File: src/rtl/mmc_pkg.sv
// Package with the command codes, field widths and types of the misclassification cost block.
`default_nettype none

package mmc_pkg;

  localparam int CMD_W      = 2;
  localparam int CLS_FLD_W  = 3;
  localparam int LOSS_W     = 16;
  localparam int COST_W     = 35;
  localparam int NCLS_W     = 4;
  localparam int APB_AW     = 3;
  localparam int APB_DW     = 32;

  localparam logic [CMD_W-1:0] CMD_LOAD   = 2'd0;
  localparam logic [CMD_W-1:0] CMD_SAMPLE = 2'd1;
  localparam logic [CMD_W-1:0] CMD_FINISH = 2'd2;

  localparam logic              REG_NUM_CLASSES = 1'b0;
  localparam logic [NCLS_W-1:0] NCLS_RESET      = 4'd2;

  typedef enum logic [1:0] {
    ST_IDLE,
    ST_RUN,
    ST_DRAIN
  } state_e;

endpackage

`default_nettype wire

File: src/rtl/min_misclassification_cost.sv
// Top level of the minimum expected misclassification cost block.
//
//   Channel  Direction  Handshake                 Payload
//   in       input      in_valid_i / in_ready_o   command, sample_class, loss_row,
//                                                 loss_col, loss_value
//   out      output     out_valid_o / out_ready_i min_cost
//   cfg      input      APB psel / penable        num_classes at byte address 0
//
// Load and sample items may follow one another in every cycle while no finish is in progress.
// A finish item holds the input while the loss table is walked through its single read port,
// one entry a cycle over the n*n entries of n active classes, through a multiply-accumulate.
// No item is accepted from a finish until its result sits in the output register.
// The output register holds one result, so a finish waits there while it is occupied.
// Reset clears the class counts through per-class valid bits; the loss table is not cleared.
`default_nettype none

module min_misclassification_cost
  import mmc_pkg::*;
#(
  parameter int MAX_CLASSES = 8,
  parameter int COUNT_BITS  = 16
) (
  input  wire logic                 clk_i,
  input  wire logic                 rst_ni,
  input  wire logic                 in_valid_i,
  output logic                      in_ready_o,
  input  wire logic [CMD_W-1:0]     command_i,
  input  wire logic [CLS_FLD_W-1:0] sample_class_i,
  input  wire logic [CLS_FLD_W-1:0] loss_row_i,
  input  wire logic [CLS_FLD_W-1:0] loss_col_i,
  input  wire logic [LOSS_W-1:0]    loss_value_i,
  output logic                      out_valid_o,
  input  wire logic                 out_ready_i,
  output logic [COST_W-1:0]         min_cost_o,
  input  wire logic                 psel,
  input  wire logic                 penable,
  input  wire logic                 pwrite,
  input  wire logic [APB_AW-1:0]    paddr,
  input  wire logic [APB_DW-1:0]    pwdata,
  output logic [APB_DW-1:0]         prdata,
  output logic                      pready
);

  localparam int CLS_W  = $clog2(MAX_CLASSES);
  localparam int NC_W   = $clog2(MAX_CLASSES + 1);
  localparam int LA_W   = $clog2(MAX_CLASSES * MAX_CLASSES);
  localparam int PROD_W = COUNT_BITS + LOSS_W;
  localparam int SUM_W  = PROD_W + CLS_W;

  // Configuration register.
  logic [NCLS_W-1:0] ncls_q;
  logic              cfg_wr;

  assign pready = 1'b1;
  assign cfg_wr = psel && penable && pwrite && (paddr[2] == REG_NUM_CLASSES);
  assign prdata = (paddr[2] == REG_NUM_CLASSES) ? APB_DW'(ncls_q) : '0;

  always_ff @(posedge clk_i or negedge rst_ni) begin
    if (!rst_ni) begin
      ncls_q <= NCLS_RESET;
    end else if (cfg_wr) begin
      ncls_q <= pwdata[NCLS_W-1:0];
    end
  end

  logic [NC_W-1:0]  n_eff;
  logic [CLS_W-1:0] last_idx;

  always_comb begin
    if (ncls_q == '0) begin
      n_eff = NC_W'(1);
    end else if (8'(ncls_q) > 8'(MAX_CLASSES)) begin
      n_eff = NC_W'(MAX_CLASSES);
    end else begin
      n_eff = NC_W'(ncls_q);
    end
  end

  assign last_idx = CLS_W'(n_eff - NC_W'(1));

  // Input decode.
  state_e state_q, state_d;
  logic   in_acc;
  logic   acc_load, acc_sample, acc_finish;

  assign in_ready_o = (state_q == ST_IDLE);
  assign in_acc     = in_valid_i && in_ready_o;
  assign acc_load   = in_acc && (command_i == CMD_LOAD) &&
                      (8'(loss_row_i) < 8'(MAX_CLASSES)) &&
                      (8'(loss_col_i) < 8'(MAX_CLASSES));
  assign acc_sample = in_acc && (command_i == CMD_SAMPLE) &&
                      (8'(sample_class_i) < 8'(n_eff));
  assign acc_finish = in_acc && (command_i == CMD_FINISH);

  // Memories.
  logic [COUNT_BITS-1:0] cnt_mem [MAX_CLASSES];
  logic [LOSS_W-1:0]     loss_mem [MAX_CLASSES * MAX_CLASSES];
  logic [MAX_CLASSES-1:0] cnt_vld_q;
  logic [COUNT_BITS-1:0] cnt_rd_q;
  logic [LOSS_W-1:0]     loss_rd_q;
  logic [CLS_W-1:0]      cnt_raddr;
  logic [LA_W-1:0]       loss_waddr, loss_raddr;

  // Finish sequencer indices.
  logic [CLS_W-1:0] i_q, i_d, j_q, j_d;

  assign loss_waddr = LA_W'(int'(CLS_W'(loss_row_i)) * MAX_CLASSES +
                            int'(CLS_W'(loss_col_i)));
  assign loss_raddr = LA_W'(int'(i_q) * MAX_CLASSES + int'(j_q));
  assign cnt_raddr  = (state_q == ST_IDLE) ? CLS_W'(sample_class_i) : j_q;

  // Sample increment stage with forwarding of a write to the same class.
  logic                  s1_vld_q;
  logic [CLS_W-1:0]      s1_cls_q;
  logic                  byp_q;
  logic [COUNT_BITS-1:0] byp_val_q;
  logic [COUNT_BITS-1:0] s1_cur, s1_new;

  always_comb begin
    if (byp_q) begin
      s1_cur = byp_val_q;
    end else if (cnt_vld_q[s1_cls_q]) begin
      s1_cur = cnt_rd_q;
    end else begin
      s1_cur = '0;
    end
    s1_new = (s1_cur == '1) ? s1_cur : s1_cur + COUNT_BITS'(1);
  end

  always_ff @(posedge clk_i) begin
    cnt_rd_q  <= cnt_mem[cnt_raddr];
    loss_rd_q <= loss_mem[loss_raddr];
    if (s1_vld_q) begin
      cnt_mem[s1_cls_q] <= s1_new;
    end
    if (acc_load) begin
      loss_mem[loss_waddr] <= loss_value_i;
    end
  end

  // Multiply-accumulate pipeline.
  logic                  p1_vld_q, p1_first_j_q, p1_last_j_q, p1_first_i_q, p1_last_q;
  logic [CLS_W-1:0]      p1_j_q;
  logic                  p2_vld_q, p2_first_j_q, p2_last_j_q, p2_first_i_q, p2_last_q;
  logic [PROD_W-1:0]     p2_prod_q, p2_prod_d;
  logic                  p3_row_q, p3_first_i_q, p3_last_q;
  logic [SUM_W-1:0]      acc_q, acc_d;
  logic [SUM_W-1:0]      best_q;
  logic                  done_q;
  logic                  emit;
  logic [SUM_W+COST_W-1:0] best_ext;
  logic [COUNT_BITS-1:0] p1_cnt;

  assign p1_cnt    = cnt_vld_q[p1_j_q] ? cnt_rd_q : '0;
  assign p2_prod_d = PROD_W'(p1_cnt) * PROD_W'(loss_rd_q);
  assign acc_d     = (p2_first_j_q ? '0 : acc_q) + SUM_W'(p2_prod_q);
  assign best_ext  = {{COST_W{1'b0}}, best_q};
  assign emit      = (state_q == ST_DRAIN) && done_q && (!out_valid_o || out_ready_i);

  always_ff @(posedge clk_i) begin
    s1_cls_q  <= CLS_W'(sample_class_i);
    byp_val_q <= s1_new;
    p1_j_q    <= j_q;
    p2_prod_q <= p2_prod_d;
    if (p2_vld_q) begin
      acc_q <= acc_d;
    end
    if (p3_row_q && (p3_first_i_q || (acc_q < best_q))) begin
      best_q <= acc_q;
    end
    if (emit) begin
      min_cost_o <= best_ext[COST_W-1:0];
    end
  end

  // State machine.
  always_comb begin
    state_d = state_q;
    i_d     = i_q;
    j_d     = j_q;
    unique case (state_q)
      ST_IDLE: begin
        i_d = '0;
        j_d = '0;
        if (acc_finish) begin
          state_d = ST_RUN;
        end
      end
      ST_RUN: begin
        if (j_q == last_idx) begin
          j_d = '0;
          if (i_q == last_idx) begin
            state_d = ST_DRAIN;
          end else begin
            i_d = i_q + CLS_W'(1);
          end
        end else begin
          j_d = j_q + CLS_W'(1);
        end
      end
      ST_DRAIN: begin
        if (emit) begin
          state_d = ST_IDLE;
        end
      end
      default: begin
        state_d = ST_IDLE;
      end
    endcase
  end

  always_ff @(posedge clk_i or negedge rst_ni) begin
    if (!rst_ni) begin
      state_q      <= ST_IDLE;
      i_q          <= '0;
      j_q          <= '0;
      s1_vld_q     <= 1'b0;
      byp_q        <= 1'b0;
      cnt_vld_q    <= '0;
      p1_vld_q     <= 1'b0;
      p1_first_j_q <= 1'b0;
      p1_last_j_q  <= 1'b0;
      p1_first_i_q <= 1'b0;
      p1_last_q    <= 1'b0;
      p2_vld_q     <= 1'b0;
      p2_first_j_q <= 1'b0;
      p2_last_j_q  <= 1'b0;
      p2_first_i_q <= 1'b0;
      p2_last_q    <= 1'b0;
      p3_row_q     <= 1'b0;
      p3_first_i_q <= 1'b0;
      p3_last_q    <= 1'b0;
      done_q       <= 1'b0;
      out_valid_o  <= 1'b0;
    end else begin
      state_q  <= state_d;
      i_q      <= i_d;
      j_q      <= j_d;
      s1_vld_q <= acc_sample;
      byp_q    <= acc_sample && s1_vld_q && (CLS_W'(sample_class_i) == s1_cls_q);
      if (emit) begin
        cnt_vld_q <= '0;
      end else if (s1_vld_q) begin
        cnt_vld_q[s1_cls_q] <= 1'b1;
      end
      p1_vld_q     <= (state_q == ST_RUN);
      p1_first_j_q <= (j_q == '0);
      p1_last_j_q  <= (j_q == last_idx);
      p1_first_i_q <= (i_q == '0);
      p1_last_q    <= (i_q == last_idx) && (j_q == last_idx);
      p2_vld_q     <= p1_vld_q;
      p2_first_j_q <= p1_first_j_q;
      p2_last_j_q  <= p1_vld_q && p1_last_j_q;
      p2_first_i_q <= p1_first_i_q;
      p2_last_q    <= p1_vld_q && p1_last_q;
      p3_row_q     <= p2_vld_q && p2_last_j_q;
      p3_first_i_q <= p2_first_i_q;
      p3_last_q    <= p2_vld_q && p2_last_q;
      if (emit) begin
        done_q <= 1'b0;
      end else if (p3_last_q) begin
        done_q <= 1'b1;
      end
      if (emit) begin
        out_valid_o <= 1'b1;
      end else if (out_ready_i) begin
        out_valid_o <= 1'b0;
      end
    end
  end

endmodule

`default_nettype wire

File: config.mk
export PLATFORM = sky130hd
export DESIGN_NAME = min_misclassification_cost
export DESIGN_NICKNAME = d
export VERILOG_FILES = /design/src/rtl/mmc_pkg.sv /design/src/rtl/min_misclassification_cost.sv
export SDC_FILE = /design/constraint.sdc
export NUM_CORES = 2
export LEC_CHECK = 0
export ABC_AREA = 1
export ABC_CLOCK_PERIOD_IN_PS = 5400
export BUFFER_PORTS_ARGS = -buffer_cell sky130_fd_sc_hd__buf_2
export CAP_MARGIN = 10
export CORE_ASPECT_RATIO = 1.2
export CORE_MARGIN = 2
export CORE_UTILIZATION = 57
export CTS_CLUSTER_DIAMETER = 60
export DETAILED_ROUTE_END_ITERATION = 16
export PLACE_DENSITY_LB_ADDON = 0.05
export RECOVER_POWER = 25
export SLEW_MARGIN = 20
export SYNTH_ARGS = -nofsm -noshare
export SYNTH_HDL_FRONTEND = slang
export SYNTH_SLANG_ARGS = --single-unit
File: constraint.sdc
create_clock -name clk_i -period 5.4 [get_ports clk_i]
set_clock_uncertainty 0.2 [all_clocks]
set_input_delay 1.08 -clock clk_i [delete_from_list [all_inputs] [get_ports clk_i]]
set_output_delay 1.08 -clock clk_i [all_outputs]
set_load 0.005 [all_outputs]
* After elaboration in Yosys (flattened, before gate mapping)
Memory sizes are Yosys's and may differ from the RTL's. A register that Yosys moved wholly into a read port is not among the register bits.
Cells that the tools add are included.
W data, S select, Z words.
** Word-level totals
- Register bits after elaboration :: 196
- Bits in writable memories :: 1152
- Input bits :: 69
- Output and inout port bits :: 70
- Word-level logic and storage cells :: 128
- Memories kept :: 2
** Operators by class
- Add/subtract/negate cells :: 7
- Multiply operators :: 1
- $lt $le $gt $ge :: 6
- Equal/unequal tests :: 13
- Mux-type cells :: 35
- Bitwise operators :: 2
- Reduce and logical (&&, ||, !) cells :: 33
** Memories
- loss_mem :: words 64, bits a word 16, rd ports 1, clocked after memory_dff 1, write ports 1, RTL line min_misclassification_cost.sv:97 : logic [LOSS_W-1:0] loss_mem [MAX_CLASSES * MAX_CLASSES];
- cnt_mem :: words 8, bits a word 16, rd ports 1, clocked after memory_dff 1, write ports 1, RTL line min_misclassification_cost.sv:96 : logic [COUNT_BITS-1:0] cnt_mem [MAX_CLASSES];
** Operators by type and width (number)
- $mux W16 :: 4
- $add A35 B32 Y35 :: 1
- $lt A35 B35 Y1 :: 1
- $mux W35 :: 1
- $mul A16 B16 Y32 :: 1
- $logic_and A1 B1 Y1 :: 19
- $add A16 B1 Y16 const B :: 1
- $eq A16 B16 Y1 const B :: 1
- $mux W8 :: 2
- $add A6 B3 Y6 :: 2
- $mux W3 :: 4
- $mux W4 :: 3
- $pmux W3 S2 :: 2
- $mux W1 :: 11
- $eq A3 B3 Y1 :: 3
- $lt A3 B4 Y1 const B :: 2
- $mux W2 :: 4
- $or A8 B8 Y8 :: 1
- $reduce_bool A2 Y1 :: 4
- $add A3 B1 Y3 const B :: 2
- $bmux W1 S3 :: 2
- $logic_not A3 Y1 :: 2
- $ne A2 B1 Y1 const B :: 3
- $pmux W2 S3 :: 1
- 15 further kinds :: 20

* Depth between registers and ports, before layout
- Word-level depth :: 8
- Depth in mapped cells :: 32
- Mapped depth without buffers :: 31

* Least setup slack after synthesis
Ideal clock, no wire load.
- Path type :: reg-to-reg
- From :: register cnt_vld_q[5]
- To :: register p2_prod_q[31]
- Library setup time :: 0.072 ns
- Data arrival time :: 5.700 ns
- Required time :: 5.128 ns
- Path slack :: -0.571 ns
- Stages on the path, launching flop included :: 28
- Path buffers :: 1
- Clock period less this slack :: 5.971 ns
- Cell sequence :: dfrtp_1 inv_1 a21oi_1 o21ai_0 o211ai_1 nand2_1 nor2_1 clkbuf_1 nand2_1 fa_1 inv_1 fa_1 inv_1 fa_1 inv_1 fa_1 fa_1 inv_1 fa_1 inv_1 ha_1 a21o_1 a31oi_1 nand2_1 nand2_1 nand3_1 a21oi_1 xor2_1
** Between the ends
- Cells in the longest elaborated chain, start to end :: 4
** Ends and longest elaborated chain
- start, declared :: RTL line min_misclassification_cost.sv:98 : logic [MAX_CLASSES-1:0] cnt_vld_q;
- start signal, assigned :: RTL line min_misclassification_cost.sv:219 : cnt_vld_q <= '0;
- start signal, assigned :: RTL line min_misclassification_cost.sv:242 : cnt_vld_q <= '0;
- start signal, assigned by index :: RTL line min_misclassification_cost.sv:244 : cnt_vld_q[s1_cls_q] <= 1'b1;
- $bmux W1 S3 :: RTL line min_misclassification_cost.sv:154 : assign p1_cnt = cnt_vld_q[p1_j_q] ? cnt_rd_q : '0;
- $mux W1 (not written as such) :: RTL line min_misclassification_cost.sv:154
- $mux W16 :: RTL line min_misclassification_cost.sv:154
- $mul A16 B16 Y32 :: RTL line min_misclassification_cost.sv:155 : assign p2_prod_d = PROD_W'(p1_cnt) * PROD_W'(loss_rd_q);
- net p2_prod_d[31] :: RTL line min_misclassification_cost.sv:145 : logic [PROD_W-1:0] p2_prod_q, p2_prod_d;
- end signal, assigned :: RTL line min_misclassification_cost.sv:164 : p2_prod_q <= p2_prod_d;
- end, declared :: RTL line min_misclassification_cost.sv:145
The timed path passes the listed nets, and every way through them passes these cells. The select of a mux whose other input is x is not followed.
A chain may end at the register's enable or synchronous reset.

* Worst setup path after layout
- From :: register p1_j_q[0]
- To :: register p2_prod_q[30]
** Between the ends
- Cells in the longest elaborated chain, start to end :: 4
** Ends and longest elaborated chain
- start, declared :: RTL line min_misclassification_cost.sv:143 : logic [CLS_W-1:0] p1_j_q;
- start signal, assigned :: RTL line min_misclassification_cost.sv:163 : p1_j_q <= j_q;
- $bmux W1 S3 :: RTL line min_misclassification_cost.sv:154
- $mux W1 (not written as such) :: RTL line min_misclassification_cost.sv:154
- $mux W16 :: RTL line min_misclassification_cost.sv:154
- $mul A16 B16 Y32 :: RTL line min_misclassification_cost.sv:155
- net p2_prod_d[30] :: RTL line min_misclassification_cost.sv:145
The timed path passes the listed nets, and every way through them passes these cells. The select of a mux whose other input is x is not followed.

==> impl_results.md <==
- Result of the run: finished, violations left
- Failing checks: capacitance limit, slew limit, setup timing
- Wire length on met1: 67.5 mm
- Endpoint class of the critical path: flop
- Overall overflow remaining after global route: 0
- Die footprint: 116000 sq um
- Post-DR wirelength/cell: 22.4 um
- Category of the critical setup timing path: reg2reg
- Pin count of the biggest net entering global routing: 166
- Latest clock arrival within the worst-skew pair: 0.78 ns
- DR vias/cell: 5.76
- Area of the mapped netlist: 64500 sq um
- Hold Buf Count CTS: 0
- Worst min path class: reg2reg
- Max-slew violation count: 1078
- Ys flop type: sky130_fd_sc_hd__edfxtp_1
- CTS tree: done
- Post-synth cell types: 57
- Detailed route wirelength on metal2: 83.8 mm
- Achievable frequency: 165 MHz
- Final setup vio count: 36
- Detailed placer's ending HPWL: 106 mm
- Transition time at the pin with the least slew margin: about 4.2 ns
- Pre-antenna DRT Iters: 6
- Global-route wire length before repair: about 260 mm
- Startpoint of the lowest-slack hold path: p1_first_j_q
- Root Buffer: sky130_fd_sc_hd__clkbuf_16
- Slowest Stage Delay on Critical Path: 0.54 ns
- Number of clock sinks: between 1000 and 1500
- Hold Vio Cnt, Final: 0
- Per-instance average area after synthesis: 11.3 sq um
- Met3 wire length: 10.8 mm
- Count of routing violations after the opening detailed-route iteration: 3960
- Max-Slew Margin vs Limit: -180%
- Initial antenna violation count: 6
- PnR worst setup slack: -0.677 ns
- Post-detailed-route count of antenna-violating nets: 0
- Maxcap violations: 18
- Placer congestion estimate: 0.938
- Std-Cell Rows: about 140
- Number of enable-type register cells in the synthesized netlist: 1257
- Via count: between 40000 and 50000
- Most common library cell in the layout ignoring fill and taps: sky130_fd_sc_hd__edfxtp_1
- Unrepaired setup endpoints after global routing: true
- Share of layout cells above drive strength 1: around 15%
- Signed area change from the synthesized netlist to the final layout: 15.1%
- Count of state elements after synthesis: 1380
- Max clock buf depth: 3
- Part of the Yosys area used for sequential elements: 62.6%
- Final nets: roughly 6400
- Num CTS Buffers: roughly 140
- Highest routed layer: met5
- Data arrival time of the worst path: between 6 and 7 ns
- Fill cell total of the finished layout: 8679
- Width of the die: 311 um
- Reg2reg start: p1_j_q[0]
- Critical Path Source: p1_j_q[0]
- Via count of the first global-routing pass: 42450
- Most used cells in the layout excluding fill and tap cells: sky130_fd_sc_hd__edfxtp_1, sky130_fd_sc_hd__nor2_1, sky130_fd_sc_hd__o21ai_0
- Shortest period the worst path allows: around 6.1 ns
- Clock slew at the register clock pins of the worst setup and hold paths: 0.06 ns
- Data required time of the worst path: 5.85 ns
- Io pins: 139
- FFs w/ async S/R, synth: 2.68%
- Post-layout util: 66.0%
- Effective utilization at floorplan: 57.3%
- Most Frequent Cell on Critical Path: sky130_fd_sc_hd__fa_1
- CP max stage cell: sky130_fd_sc_hd__fa_1
- Cells after Synth: 5688
- Total GRT Usage: between 20 and 30%
- Number of warnings reported in the yosys synthesis log: 0
- Number of design rule violations left after detail routing: 0
- Period Utilization, post-route: 113%
- Type of element launching the critical path: flop
- Crit path max fanout: 7
- Total wirelength of the detailed-routed design: 171 mm
- Floorplan die height: 373 um
- Count of port buffers added during placement: 79
- Area of the placeable core: 112000 sq um
- Depth of the CTS H-tree: 4
through the flow:
step                worst slack (ns)  setup TNS [ns]  instance area (sq um)  hold slack (ns)  cells
floorplan                     -0.291           -3.18                  65000            0.131   5715
global placement              -0.703          -12.98                  68700            0.134   7324
detailed placement            -0.758          -13.50                  68700            0.135   7324
CTS                           -0.678          -12.56                  73600            0.148   7592
global route                  -0.981          -25.24                  74200            0.155   7606
finish                        -0.677          -15.67                  74200            0.147   7606
sequential cells by signal, summed over array words and instances (netlist names), 4 cells and up:
signal and count:
cnt_rd_q 16, p2_prod_q 32, cnt_vld_q 8, ncls_q 4, min_cost_o 35, byp_val_q 16, cnt_mem 128, loss_rd_q 16
best_q 35, acc_q 35, loss_mem 1024
critical path: cells and delay by family (launching register included):
| family | cells | cell delay, ns |
|---|---|---|
| and+or+nand+nor | 13 | 1.45 |
| xor gates and xnor gates | 1 | 0.14 |
| AOI/OAI and AO/OA | 1 | 0.07 |
| adders and majority gates | 7 | 3.25 |
| DFF | 1 | 0.38 |
| buffers and inverters | 7 | 0.49 |
area by class of cell:
type,instances,area (sq um),share of cell area (%)
timing repair inverter,1,16.3,0.0219
timing repair buffer,430,3380,4.55
antenna,1,2.50,0.00337
multi-input combinational,3553,22300,30.0
clock inverter,67,586,0.789
tap,1507,1890,2.54
sequential,1380,40400,54.4
clock buffer,185,3770,5.07
inverter,482,1900,2.56
logic make-up (layout without fill, tap and decap cells):
| family | count (synthesis) | count (layout) | share of synthesized area [%] |
|---|---|---|---|
| flip-flops | 1380 | 1380 | 62.6 |
| adder cells (fa/ha/maj) | 373 | 373 | 9.50 |
| other | 2 | 30 | 0.0116 |
| AO/OA/AOI/OAI | 1320 | 1320 | 11.2 |
| buffers and inverters | 783 | 1165 | 4.84 |
| XOR/XNOR | 63 | 63 | 0.855 |
| AND/OR/NAND/NOR | 1767 | 1768 | 11.0 |
cells in the mapped netlist (3+ instances only):
| master | instances | area share, % |
|---|---|---|
| sky130_fd_sc_hd__a21boi_0 | 4 | 0.047 |
| sky130_fd_sc_hd__o21ai_1 | 77 | 0.60 |
| sky130_fd_sc_hd__nor4_1 | 4 | 0.039 |
| sky130_fd_sc_hd__clkinv_1 | 9 | 0.052 |
| sky130_fd_sc_hd__nand2_4 | 8 | 0.14 |
| sky130_fd_sc_hd__xor2_1 | 36 | 0.49 |
| sky130_fd_sc_hd__edfxtp_1 | 1257 | 59 |
| sky130_fd_sc_hd__nand2_2 | 11 | 0.11 |
| sky130_fd_sc_hd__nand3_2 | 10 | 0.16 |
| sky130_fd_sc_hd__o21ai_0 | 712 | 5.5 |
| sky130_fd_sc_hd__dfxtp_1 | 86 | 2.7 |
| sky130_fd_sc_hd__dfrtp_1 | 36 | 1.4 |
| sky130_fd_sc_hd__inv_2 | 10 | 0.058 |
| sky130_fd_sc_hd__nor2_1 | 987 | 5.7 |
| sky130_fd_sc_hd__inv_1 | 462 | 2.7 |
| sky130_fd_sc_hd__ha_1 | 178 | 3.5 |
| sky130_fd_sc_hd__a21oi_1 | 149 | 1.2 |
| sky130_fd_sc_hd__clkbuf_1 | 204 | 1.2 |
| sky130_fd_sc_hd__o22ai_1 | 276 | 2.7 |
| sky130_fd_sc_hd__a31oi_1 | 18 | 0.17 |
| sky130_fd_sc_hd__nand3_1 | 99 | 0.77 |
| sky130_fd_sc_hd__nor3_1 | 14 | 0.11 |
| sky130_fd_sc_hd__nand4_1 | 16 | 0.16 |
| sky130_fd_sc_hd__buf_2 | 48 | 0.37 |
| sky130_fd_sc_hd__fa_1 | 195 | 6.1 |
| sky130_fd_sc_hd__o211ai_1 | 29 | 0.34 |
| sky130_fd_sc_hd__o21a_1 | 3 | 0.035 |
| sky130_fd_sc_hd__buf_4 | 31 | 0.36 |
| sky130_fd_sc_hd__o21ai_2 | 6 | 0.081 |
| sky130_fd_sc_hd__buf_1 | 17 | 0.099 |
| sky130_fd_sc_hd__or2_2 | 3 | 0.029 |
| sky130_fd_sc_hd__o21bai_1 | 27 | 0.31 |
| sky130_fd_sc_hd__nand2_1 | 600 | 3.5 |
| sky130_fd_sc_hd__a21o_1 | 8 | 0.093 |
| sky130_fd_sc_hd__xnor2_1 | 27 | 0.37 |
metal layers:
metal | track usage (%) | up-vias
li1 | - | 20344
met1 | 38.0 | 21581
met2 | 50.1 | 1543
met3 | 4.16 | 356
met4 | 13.3 | 8
met5 | 0 | -
timing repair:
action / in CTS / in global routing
gates resized for setup: 102 / 171
setup buffers: 14 / 19
endpoints found under the setup margin: 24 / 25
pin swaps: 29 / 86
cloned: 2 / 0
worst paths after layout:
| kind | slack (ns) | to | depth (start not counted) |
|---|---|---|---|
| worst max-delay path | -0.68 | p2_prod_q[30] | 29 |
| min in group asynchronous | 0.71 | byp_q | 1 |
| worst min-delay path | 0.15 | p2_first_j_q | 0 |
| worst min register to register | 0.15 | p2_first_j_q | 0 |
| max in group asynchronous | 2.79 | j_q[1] | 1 |
| worst max register to register | -0.68 | p2_prod_q[30] | 29 |
Power is left out: the tool's default activity adds up to more than one toggle a clock period on the data nets, which glitch-free logic cannot reach.
